## config.mk

```make
export PLATFORM = sky130hd
export DESIGN_NAME = base64_strict_decoder_core_flat
export DESIGN_NICKNAME = d
export VERILOG_FILES = /design/src/rtl/b64sd_pkg.sv /design/src/rtl/b64sd_req_if.sv /design/src/rtl/b64sd_rsp_if.sv /design/src/rtl/b64sd_front.sv /design/src/rtl/b64sd_queue.sv /design/src/rtl/b64sd_back.sv /design/src/rtl/base64_strict_decoder_core.sv /design/src/flat_wrapper.sv
export SDC_FILE = /design/constraint.sdc
export NUM_CORES = 1
export LEC_CHECK = 0
export BUFFER_PORTS_ARGS = -buffer_cell sky130_fd_sc_hd__buf_2
export CAP_MARGIN = 15
export CORE_MARGIN = 10
export CORE_UTILIZATION = 45
export DETAILED_ROUTE_END_ITERATION = 8
export HOLD_SLACK_MARGIN = 0.05
export PLACE_DENSITY = 0.73
export RECOVER_POWER = 50
export SKIP_LAST_GASP = 1
export SYNTH_ARGS = -nofsm -noshare
export SYNTH_HDL_FRONTEND = slang
export SYNTH_HIERARCHICAL = 1
export SYNTH_SLANG_ARGS = --single-unit
```

## constraint.sdc

```tcl
create_clock -name clock -period 5.4 [get_ports clock]
set_input_delay 1.62 -clock clock [delete_from_list [all_inputs] [get_ports clock]]
set_output_delay 1.62 -clock clock [all_outputs]
set_load 0.03 [all_outputs]
```

## src/rtl/b64sd_pkg.sv

```systemverilog
package b64sd_pkg;

   // Default number of entries in the queue between front and back.
   localparam int QUEUE_DEPTH_DEFAULT = 4;

   // One unit of work for the back end: up to three bytes of a quad, or an error.
   typedef struct packed {
      logic        err;
      logic        fin;
      logic [1:0]  count;
      logic [23:0] block;
   } job_type;

endpackage

```

## src/rtl/b64sd_req_if.sv

```systemverilog
interface b64sd_req_if;
   logic       valid;
   logic       ready;
   logic [7:0] char_code;
   logic       final_char;

   modport source (output valid, output char_code, output final_char, input ready);
   modport sink (input valid, input char_code, input final_char, output ready);
endinterface

```

## src/rtl/b64sd_rsp_if.sv

```systemverilog
interface b64sd_rsp_if;
   logic       valid;
   logic       ready;
   logic [7:0] data_byte;
   logic       status;
   logic       end_of_string;

   modport source (output valid, output data_byte, output status, output end_of_string,
                   input ready);
   modport sink (input valid, input data_byte, input status, input end_of_string,
                 output ready);
endinterface

```

## src/rtl/b64sd_front.sv

```systemverilog
module b64sd_front (
   input  logic                clock,
   input  logic                reset,
   b64sd_req_if.sink           req_chan,
   input  logic                queue_full,
   output logic                push_valid,
   output b64sd_pkg::job_type  push_job
);

   localparam logic [7:0] CHAR_PAD   = 8'h3D;
   localparam logic [7:0] CHAR_PLUS  = 8'h2B;
   localparam logic [7:0] CHAR_SLASH = 8'h2F;
   localparam logic [7:0] CHAR_UPPER = 8'h41;
   localparam logic [7:0] CHAR_LOWER = 8'h61;
   localparam logic [7:0] CHAR_DIGIT = 8'h30;
   localparam logic [7:0] LOWER_BASE = 8'd26;
   localparam logic [7:0] DIGIT_BASE = 8'd52;

   logic [1:0]  quad_ff, quad_in;
   logic [17:0] held_ff, held_in;
   logic        third_pad_ff, third_pad_in;
   logic        discard_ff, discard_in;

   logic        accept;
   logic [7:0]  ch;
   logic        fin;
   logic        pad;
   logic        ok;
   logic [5:0]  sextet;
   logic        err;
   logic        emit;
   logic [1:0]  count;
   logic [23:0] block;

   always_comb begin
      ok     = 1'b1;
      sextet = '0;
      case (ch) inside
         [8'h41:8'h5A]: sextet = 6'(ch - CHAR_UPPER);
         [8'h61:8'h7A]: sextet = 6'(ch - CHAR_LOWER + LOWER_BASE);
         [8'h30:8'h39]: sextet = 6'(ch - CHAR_DIGIT + DIGIT_BASE);
         CHAR_PLUS:     sextet = 6'd62;
         CHAR_SLASH:    sextet = 6'd63;
         default:       ok = 1'b0;
      endcase
   end

   assign accept         = req_chan.valid && req_chan.ready;
   assign req_chan.ready = !queue_full;
   assign ch             = req_chan.char_code;
   assign fin            = req_chan.final_char;
   assign pad            = (ch == CHAR_PAD);
   assign block          = {held_ff, (pad ? 6'd0 : sextet)};

   always_comb begin
      quad_in      = quad_ff;
      held_in      = held_ff;
      third_pad_in = third_pad_ff;
      discard_in   = discard_ff;
      err          = 1'b0;
      emit         = 1'b0;
      count        = 2'd3 - {1'b0, third_pad_ff} - {1'b0, pad};
      if (accept) begin
         if (discard_ff) begin
            if (fin) begin
               discard_in   = 1'b0;
               quad_in      = '0;
               held_in      = '0;
               third_pad_in = 1'b0;
            end
         end else if (quad_ff != 2'd3) begin
            if (fin) begin
               err = 1'b1;
            end else if (quad_ff == 2'd2 && pad) begin
               third_pad_in = 1'b1;
               held_in      = {held_ff[11:0], 6'd0};
               quad_in      = quad_ff + 2'd1;
            end else if (!ok) begin
               err = 1'b1;
            end else begin
               held_in = {held_ff[11:0], sextet};
               quad_in = quad_ff + 2'd1;
            end
         end else begin
            // Fourth slot: padding is legal only in the final quad, in canonical form.
            if ((third_pad_ff || pad) && !fin) begin
               err = 1'b1;
            end else if (third_pad_ff && !pad) begin
               err = 1'b1;
            end else if (!pad && !ok) begin
               err = 1'b1;
            end else if (third_pad_ff && held_ff[9:6] != 4'd0) begin
               err = 1'b1;
            end else if (pad && !third_pad_ff && held_ff[1:0] != 2'd0) begin
               err = 1'b1;
            end else begin
               emit = 1'b1;
            end
            quad_in      = '0;
            held_in      = '0;
            third_pad_in = 1'b0;
         end
         if (err) begin
            quad_in      = '0;
            held_in      = '0;
            third_pad_in = 1'b0;
            discard_in   = !fin;
         end
      end
   end

   always_comb begin
      push_valid = emit || err;
      push_job   = '0;
      if (err) begin
         push_job.err   = 1'b1;
         push_job.fin   = 1'b1;
         push_job.count = 2'd1;
      end else begin
         push_job.fin   = fin;
         push_job.count = count;
         push_job.block = block;
      end
   end

   always_ff @(posedge clock) begin
      if (reset) begin
         quad_ff      <= '0;
         held_ff      <= '0;
         third_pad_ff <= 1'b0;
         discard_ff   <= 1'b0;
      end else begin
         quad_ff      <= quad_in;
         held_ff      <= held_in;
         third_pad_ff <= third_pad_in;
         discard_ff   <= discard_in;
      end
   end

endmodule

```

## src/rtl/b64sd_queue.sv

```systemverilog
module b64sd_queue #(
   parameter int DEPTH = b64sd_pkg::QUEUE_DEPTH_DEFAULT
) (
   input  logic                clock,
   input  logic                reset,
   input  logic                push_valid,
   input  b64sd_pkg::job_type  push_job,
   output logic                full,
   input  logic                pop,
   output logic                pop_valid,
   output b64sd_pkg::job_type  pop_job
);

   localparam int PTR_W = (DEPTH > 1) ? $clog2(DEPTH) : 1;
   localparam int CNT_W = $clog2(DEPTH + 1);
   localparam logic [PTR_W-1:0] LAST_SLOT = PTR_W'(DEPTH - 1);
   localparam logic [CNT_W-1:0] FULL_COUNT = CNT_W'(DEPTH);

   b64sd_pkg::job_type mem [DEPTH];

   logic [PTR_W-1:0] wr_ptr_ff, wr_ptr_in;
   logic [PTR_W-1:0] rd_ptr_ff, rd_ptr_in;
   logic [CNT_W-1:0] count_ff, count_in;
   logic             do_push;
   logic             do_pop;

   assign full      = (count_ff == FULL_COUNT);
   assign pop_valid = (count_ff != '0);
   assign pop_job   = mem[rd_ptr_ff];
   assign do_push   = push_valid && !full;
   assign do_pop    = pop && pop_valid;

   always_comb begin
      wr_ptr_in = wr_ptr_ff;
      rd_ptr_in = rd_ptr_ff;
      count_in  = count_ff;
      if (do_push) begin
         wr_ptr_in = (wr_ptr_ff == LAST_SLOT) ? '0 : wr_ptr_ff + PTR_W'(1);
      end
      if (do_pop) begin
         rd_ptr_in = (rd_ptr_ff == LAST_SLOT) ? '0 : rd_ptr_ff + PTR_W'(1);
      end
      if (do_push && !do_pop) begin
         count_in = count_ff + CNT_W'(1);
      end else if (do_pop && !do_push) begin
         count_in = count_ff - CNT_W'(1);
      end
   end

   always_ff @(posedge clock) begin
      if (do_push) begin
         mem[wr_ptr_ff] <= push_job;
      end
   end

   always_ff @(posedge clock) begin
      if (reset) begin
         wr_ptr_ff <= '0;
         rd_ptr_ff <= '0;
         count_ff  <= '0;
      end else begin
         wr_ptr_ff <= wr_ptr_in;
         rd_ptr_ff <= rd_ptr_in;
         count_ff  <= count_in;
      end
   end

endmodule

```

## src/rtl/b64sd_back.sv

```systemverilog
module b64sd_back (
   input  logic                clock,
   input  logic                reset,
   input  logic                job_valid,
   input  b64sd_pkg::job_type  job,
   output logic                job_pop,
   b64sd_rsp_if.source         rsp_chan
);

   b64sd_pkg::job_type cur_ff, cur_in;
   logic               cur_valid_ff, cur_valid_in;
   logic [1:0]         idx_ff, idx_in;
   logic               rsp_valid_ff, rsp_valid_in;
   logic [7:0]         data_ff, data_in;
   logic               status_ff, status_in;
   logic               end_ff, end_in;

   logic               out_free;
   logic               advance;
   logic               last;
   logic [7:0]         byte_sel;

   assign out_free = !rsp_valid_ff || rsp_chan.ready;
   assign advance  = out_free && cur_valid_ff;
   assign last     = cur_ff.err || (idx_ff == cur_ff.count - 2'd1);
   assign job_pop  = (!cur_valid_ff || (advance && last)) && job_valid;

   always_comb begin
      case (idx_ff)
         2'd0:    byte_sel = cur_ff.block[23:16];
         2'd1:    byte_sel = cur_ff.block[15:8];
         default: byte_sel = cur_ff.block[7:0];
      endcase
   end

   always_comb begin
      cur_in       = cur_ff;
      cur_valid_in = cur_valid_ff;
      idx_in       = idx_ff;
      rsp_valid_in = rsp_valid_ff;
      data_in      = data_ff;
      status_in    = status_ff;
      end_in       = end_ff;
      if (rsp_valid_ff && rsp_chan.ready) begin
         rsp_valid_in = 1'b0;
      end
      if (advance) begin
         rsp_valid_in = 1'b1;
         data_in      = byte_sel;
         status_in    = cur_ff.err;
         end_in       = cur_ff.fin && last;
         idx_in       = idx_ff + 2'd1;
         if (last) begin
            cur_valid_in = 1'b0;
         end
      end
      // The next job is taken when no job is held, or in the cycle its predecessor hands over its final byte.
      if (job_pop) begin
         cur_in       = job;
         cur_valid_in = 1'b1;
         idx_in       = '0;
      end
   end

   assign rsp_chan.valid         = rsp_valid_ff;
   assign rsp_chan.data_byte     = data_ff;
   assign rsp_chan.status        = status_ff;
   assign rsp_chan.end_of_string = end_ff;

   always_ff @(posedge clock) begin
      cur_ff  <= cur_in;
      data_ff <= data_in;
      status_ff <= status_in;
      end_ff  <= end_in;
   end

   always_ff @(posedge clock) begin
      if (reset) begin
         cur_valid_ff <= 1'b0;
         idx_ff       <= '0;
         rsp_valid_ff <= 1'b0;
      end else begin
         cur_valid_ff <= cur_valid_in;
         idx_ff       <= idx_in;
         rsp_valid_ff <= rsp_valid_in;
      end
   end

endmodule

```

## src/rtl/base64_strict_decoder_core.sv

```systemverilog
// Channel    Direction  Payload
// req_chan   in         char_code[7:0], final_char
// rsp_chan   out        data_byte[7:0], status, end_of_string
//
// One character is accepted per cycle while the job queue has room; decoding of a
// character is done in the cycle it is accepted. Each quad or error becomes one job,
// and the back end sends one result byte per cycle, while rsp_chan is ready, from a
// registered output stage that follows the queue and a current-job register.
// Reset is synchronous and clears the quad state, the queue and the output stage.
// A stalled result side backs up the queue (QUEUE_DEPTH jobs), then req_chan.ready drops.
module base64_strict_decoder_core #(
   parameter int QUEUE_DEPTH = b64sd_pkg::QUEUE_DEPTH_DEFAULT
) (
   input  logic         clock,
   input  logic         reset,
   b64sd_req_if.sink    req_chan,
   b64sd_rsp_if.source  rsp_chan
);

   logic               push_valid;
   b64sd_pkg::job_type push_job;
   logic               queue_full;
   logic               pop;
   logic               pop_valid;
   b64sd_pkg::job_type pop_job;

   b64sd_front u_front (
      .clock      (clock),
      .reset      (reset),
      .req_chan   (req_chan),
      .queue_full (queue_full),
      .push_valid (push_valid),
      .push_job   (push_job)
   );

   b64sd_queue #(
      .DEPTH (QUEUE_DEPTH)
   ) u_queue (
      .clock      (clock),
      .reset      (reset),
      .push_valid (push_valid),
      .push_job   (push_job),
      .full       (queue_full),
      .pop        (pop),
      .pop_valid  (pop_valid),
      .pop_job    (pop_job)
   );

   b64sd_back u_back (
      .clock     (clock),
      .reset     (reset),
      .job_valid (pop_valid),
      .job       (pop_job),
      .job_pop   (pop),
      .rsp_chan  (rsp_chan)
   );

endmodule
```

## src/flat_wrapper.sv

```systemverilog
// flat-port wrapper written by rule: the top's interface ports become plain ports
module base64_strict_decoder_core_flat 
#(
   parameter int QUEUE_DEPTH = b64sd_pkg::QUEUE_DEPTH_DEFAULT
)
  (clock, reset, req_chan_valid, req_chan_char_code, req_chan_final_char, req_chan_ready, rsp_chan_valid, rsp_chan_data_byte, rsp_chan_status, rsp_chan_end_of_string, rsp_chan_ready);
  b64sd_req_if req_chan_i ();
  b64sd_rsp_if rsp_chan_i ();
  input  logic clock;
  input  logic reset;
  input wire logic [$bits(req_chan_i.valid)-1:0] req_chan_valid;
  input wire logic [$bits(req_chan_i.char_code)-1:0] req_chan_char_code;
  input wire logic [$bits(req_chan_i.final_char)-1:0] req_chan_final_char;
  output wire logic [$bits(req_chan_i.ready)-1:0] req_chan_ready;
  output wire logic [$bits(rsp_chan_i.valid)-1:0] rsp_chan_valid;
  output wire logic [$bits(rsp_chan_i.data_byte)-1:0] rsp_chan_data_byte;
  output wire logic [$bits(rsp_chan_i.status)-1:0] rsp_chan_status;
  output wire logic [$bits(rsp_chan_i.end_of_string)-1:0] rsp_chan_end_of_string;
  input wire logic [$bits(rsp_chan_i.ready)-1:0] rsp_chan_ready;
  assign req_chan_i.valid = req_chan_valid;
  assign req_chan_i.char_code = req_chan_char_code;
  assign req_chan_i.final_char = req_chan_final_char;
  assign req_chan_ready = req_chan_i.ready;
  assign rsp_chan_valid = rsp_chan_i.valid;
  assign rsp_chan_data_byte = rsp_chan_i.data_byte;
  assign rsp_chan_status = rsp_chan_i.status;
  assign rsp_chan_end_of_string = rsp_chan_i.end_of_string;
  assign rsp_chan_i.ready = rsp_chan_ready;
  base64_strict_decoder_core #(.QUEUE_DEPTH(QUEUE_DEPTH)) u_core (.clock(clock), .reset(reset), .req_chan(req_chan_i), .rsp_chan(rsp_chan_i));
endmodule
```

==> Flow_metrics.wiki <==
{| class="wikitable"
! Metric !! Value
|-
| Run status || finished with violations
|-
| Violated checks || capacitance limit, slew limit
|-
| Number of distinct standard cells referenced by the synthesized netlist || 70
|-
| Fraction of layout instances using a drive strength above 1 || 0.153
|-
| Buffers on Ports || 24
|-
| Sum of routed wire length over all layers || 13.9 mm
|-
| Post-synthesis cell type with the largest combined area || edfxtp_1
|-
| Number of enable flip-flop cells after synthesis || 150
|-
| Leading post-synthesis cells by cell area || edfxtp_1 (58%), dfxtp_1 (9.0%), mux4_2 (8.1%), ha_1 (3.7%), nand2_1 (1.5%)
|-
| Clock latency on the worst-skew pair || 0.42 ns
|-
| Hold-fix buffers at CTS || 0
|-
| CP endpoint kind || flop
|-
| Clock root buffer || clkbuf_16
|-
| Area growth from synthesis to layout || 10.3%
|-
| Share of power burned in registers || 0.502
|-
| Total nets after synthesis || 536
|-
| Fraction of the cycle the final worst path needs || 0.888
|-
| Setup repair after global routing missed its margin || no
|-
| Part of the total power dissipated in combinational logic || 0.220
|-
| Effective utilization at floorplan || 0.455
|-
| Pre-Repair DR Iteration Count || 5
|-
| Routed via count || 4192
|-
| Worst Tran Pin Value || 1.50 ns
|-
| Net switching power || 1.17 mW
|-
| Switching power as a share of total power || 0.284
|-
| Number of antenna violations at the first check in global routing || 0
|-
| Deepest level of the CTS H-tree || 4
|-
| Number of nets with antenna violations after detailed routing || 0
|-
| Worst setup slack before clock tree synthesis || 0.404 ns
|-
| Worst hold slack || 0.476 ns
|-
| Most instantiated flip-flop cell in the synthesis netlist || edfxtp_1
|-
| Syn_area_per_cell || 15.6 sq um
|-
| Clock network fraction of total power || 0.278
|-
| Die outline area || 23000 sq um
|-
| Maximum number of pins on one net before global-route repair || 30
|-
| Die W || 152 microns
|-
| Most common cell after layout, fill and taps aside || edfxtp_1
|-
| Share of the synthesized area in the top cell type || 0.579
|-
| Final net count || 566
|-
| Final-report hold violation count || 0
|-
| Y dimension of the die || 152 microns
|-
| Final count of pins violating max slew || 29
|-
| Boundary pin count || 25
|-
| Largest fanout on the critical path || 10
|-
| Total number of yosys warnings || 6
|-
| Number of failing setup endpoints in the final timing report || 0
|-
| VDD IR-drop max || 0.274 mV
|-
| Final HPWL from detailed placement || 9.01 mm
|-
| Wire length of the first global-routing pass || 22.6 mm
|-
| Number of global-route vias before repair || 4292
|-
| Area inside the core boundary || 17100 sq um
|-
| Gpl congestion || 0.852
|-
| TNS Setup || 0 ns
|-
| Power per standard cell area || 480 nW/um^2
|-
| Maximum operating frequency || 209 MHz
|-
| DRC violation count after routing || 0
|-
| Data required time at the worst endpoint || 5.74 ns
|-
| Hold/Removal Path Class || flop to flop
|-
| Number of design-rule violations left by the first detailed-router iteration || 263
|-
| Internal power || 2.95 mW
|-
| Max-cap violation count || 1
|-
| Clock transition time at the flip-flop clock pins of the worst setup and hold paths || 0.06 ns
|-
| Final critical-path setup slack || 0.607 ns
|-
| Worst max-slew margin expressed relative to the limit || -0.00408
|-
| Postcts setup bufs || 0
|-
| Global Route Usage Sum || 0.128
|-
| LEAKAGE || 2.94 nW
|-
| DR vias/cell || 5.47
|-
| Site Rows || 48
|-
| Avg WL per Cell || 18.2 microns
|-
| Startpoint Class || input pin
|-
| Clock buffers created by TritonCTS || 17
|-
| Number of diodes || 0
|-
| Number of gates resized after cts || 0
|-
| Path type of the worst setup path || input pin to flop
|-
| Clock Path Buffers || 2
|-
| Asr flop ratio synth || 0
|-
| Sequential-to-total area share from yosys stat || 0.669
|-
| Synthesized instance count || 499
|-
| Commonest cells after routing, fill and taps aside || edfxtp_1 (150), dfxtp_1 (34), nand2_1 (32)
|-
| Total clock sinks || 185
|-
| Data arrival at the endpoint of the critical path || 5.13 ns
|-
| Grt total ovfl || 0
|-
| Worst clock skew || 0.00829 ns
|-
| CTS tree || yes
|-
| Number of register bits inferred by synthesis || 185
|-
| Final critical-path required period || 4.79 ns
|-
| Mapped cell area || 7780 sq um
|}
cells by family after synthesis:
logic type                 after synthesis  share of synthesized area
and+or+nand+nor                        114                     0.0783
DFF                                    185                      0.669
muxes                                   31                     0.0850
adders and majority gates               24                     0.0395
buffers and inverters                   44                     0.0305
xor gates and xnor gates                 6                    0.00771
AOI/OAI and AO/OA                       95                     0.0903
layer usage:
metal  part of all wire  routed length (microns)  global-route usage
met5                  0                        0                   0
met4              0.013                      187              0.0477
met3              0.035                      486              0.0261
met2               0.51                     7140               0.216
met1               0.44                     6120               0.159
sequential cells by signal, indices dropped and copies added (netlist names), 3 cells and up, named ones only:
register,cells
u_core/u_queue/count_ff,3
u_core/u_front/held_ff,18
u_core/u_back/rsp_chan.data_byte,8
u_core/u_back/cur_ff,28
u_core/u_queue/mem,112
metrics by stage:
step / instances / util / power (mW) / area (sq um)
6_report: 766 / 0.502 / 4.13 / 8590
5_1_grt: 766 / 0.502 / 4.33 / 8590
4_1_cts: 765 / 0.505 / 4.18 / 8650
3_5_place_dp: 734 / 0.474 / 3.04 / 8110
3_3_place_gp: 734 / 0.474 / 2.99 / 8110
2_1_floorplan: 499 / - / 2.78 / 7780
cells in the mapped netlist (2+ instances only):
cell	instances
a211oi_1	4
a21boi_0	3
a21o_1	2
a21oi_1	21
a22o_1	12
a22oi_1	8
and2_1	18
and3_1	5
buf_1	2
buf_2	5
buf_4	2
buf_6	5
clkbuf_1	4
dfxtp_1	35
edfxtp_1	150
ha_1	23
inv_1	21
mux2i_1	2
mux4_2	28
nand2_1	32
nand2b_1	6
nand3_1	5
nand3_2	2
nand4_1	2
nor2_1	19
nor2b_1	4
nor3_1	6
o211ai_2	2
o21a_1	2
o21ai_0	14
o21ai_1	4
o221ai_1	4
o31ai_1	3
o31ai_2	2
or3_1	3
or3b_1	2
xor2_1	4
path summary, 6_finish.rpt:
path / end / start / cells after the start / slack (ns)
setup reg to reg: u_core/u_queue/count_ff[2] / u_core/u_queue/count_ff[0] / 13 / 1.89
hold / removal: u_core/u_front/held_ff[13] / u_core/u_front/held_ff[13] / 1 / 0.48
hold reg to reg: u_core/u_front/held_ff[13] / u_core/u_front/held_ff[13] / 1 / 0.48
setup / recovery: u_core/u_queue/count_ff[2] / req_chan_char_code[0] / 16 / 0.61
critical path: stages:
cell	delay (ns)
clkbuf_1	0.32
inv_1	0.13
ha_1	0.27
nand2b_1	0.15
a31o_1	0.29
o21bai_1	0.35
nand3_2	0.11
a21oi_1	0.21
bufinv_8	0.21
nor2_1	0.17
ha_1	0.22
inv_1	0.06
fa_1	0.37
xor2_1	0.18
or3_1	0.31
a21oi_1	0.15
power by group through the flow:
| stage | clock (mW) | sequential [mW] | combinational (mW) |
|---|---|---|---|
| floorplan | 0 | 2.08 | 0.698 |
| global placement | 0 | 2.13 | 0.868 |
| detailed placement | 0 | 2.14 | 0.895 |
| CTS | 1.17 | 2.12 | 0.900 |
| global route | 1.23 | 2.10 | 1.00 |
| finish | 1.15 | 2.07 | 0.908 |
layout make-up:
| cell class | instances | area [sq um] |
|---|---|---|
| inverters | 25 | 110 |
| repair buffers | 30 | 161 |
| clock buffers | 22 | 444 |
| multi-input cells | 270 | 2290 |
| clock inverters | 9 | 100 |
| fillers | 1426 | 8530 |
| flip-flops and latches | 185 | 5210 |
| well taps | 225 | 282 |
Note: power is estimated with default switching activity, not from simulation.
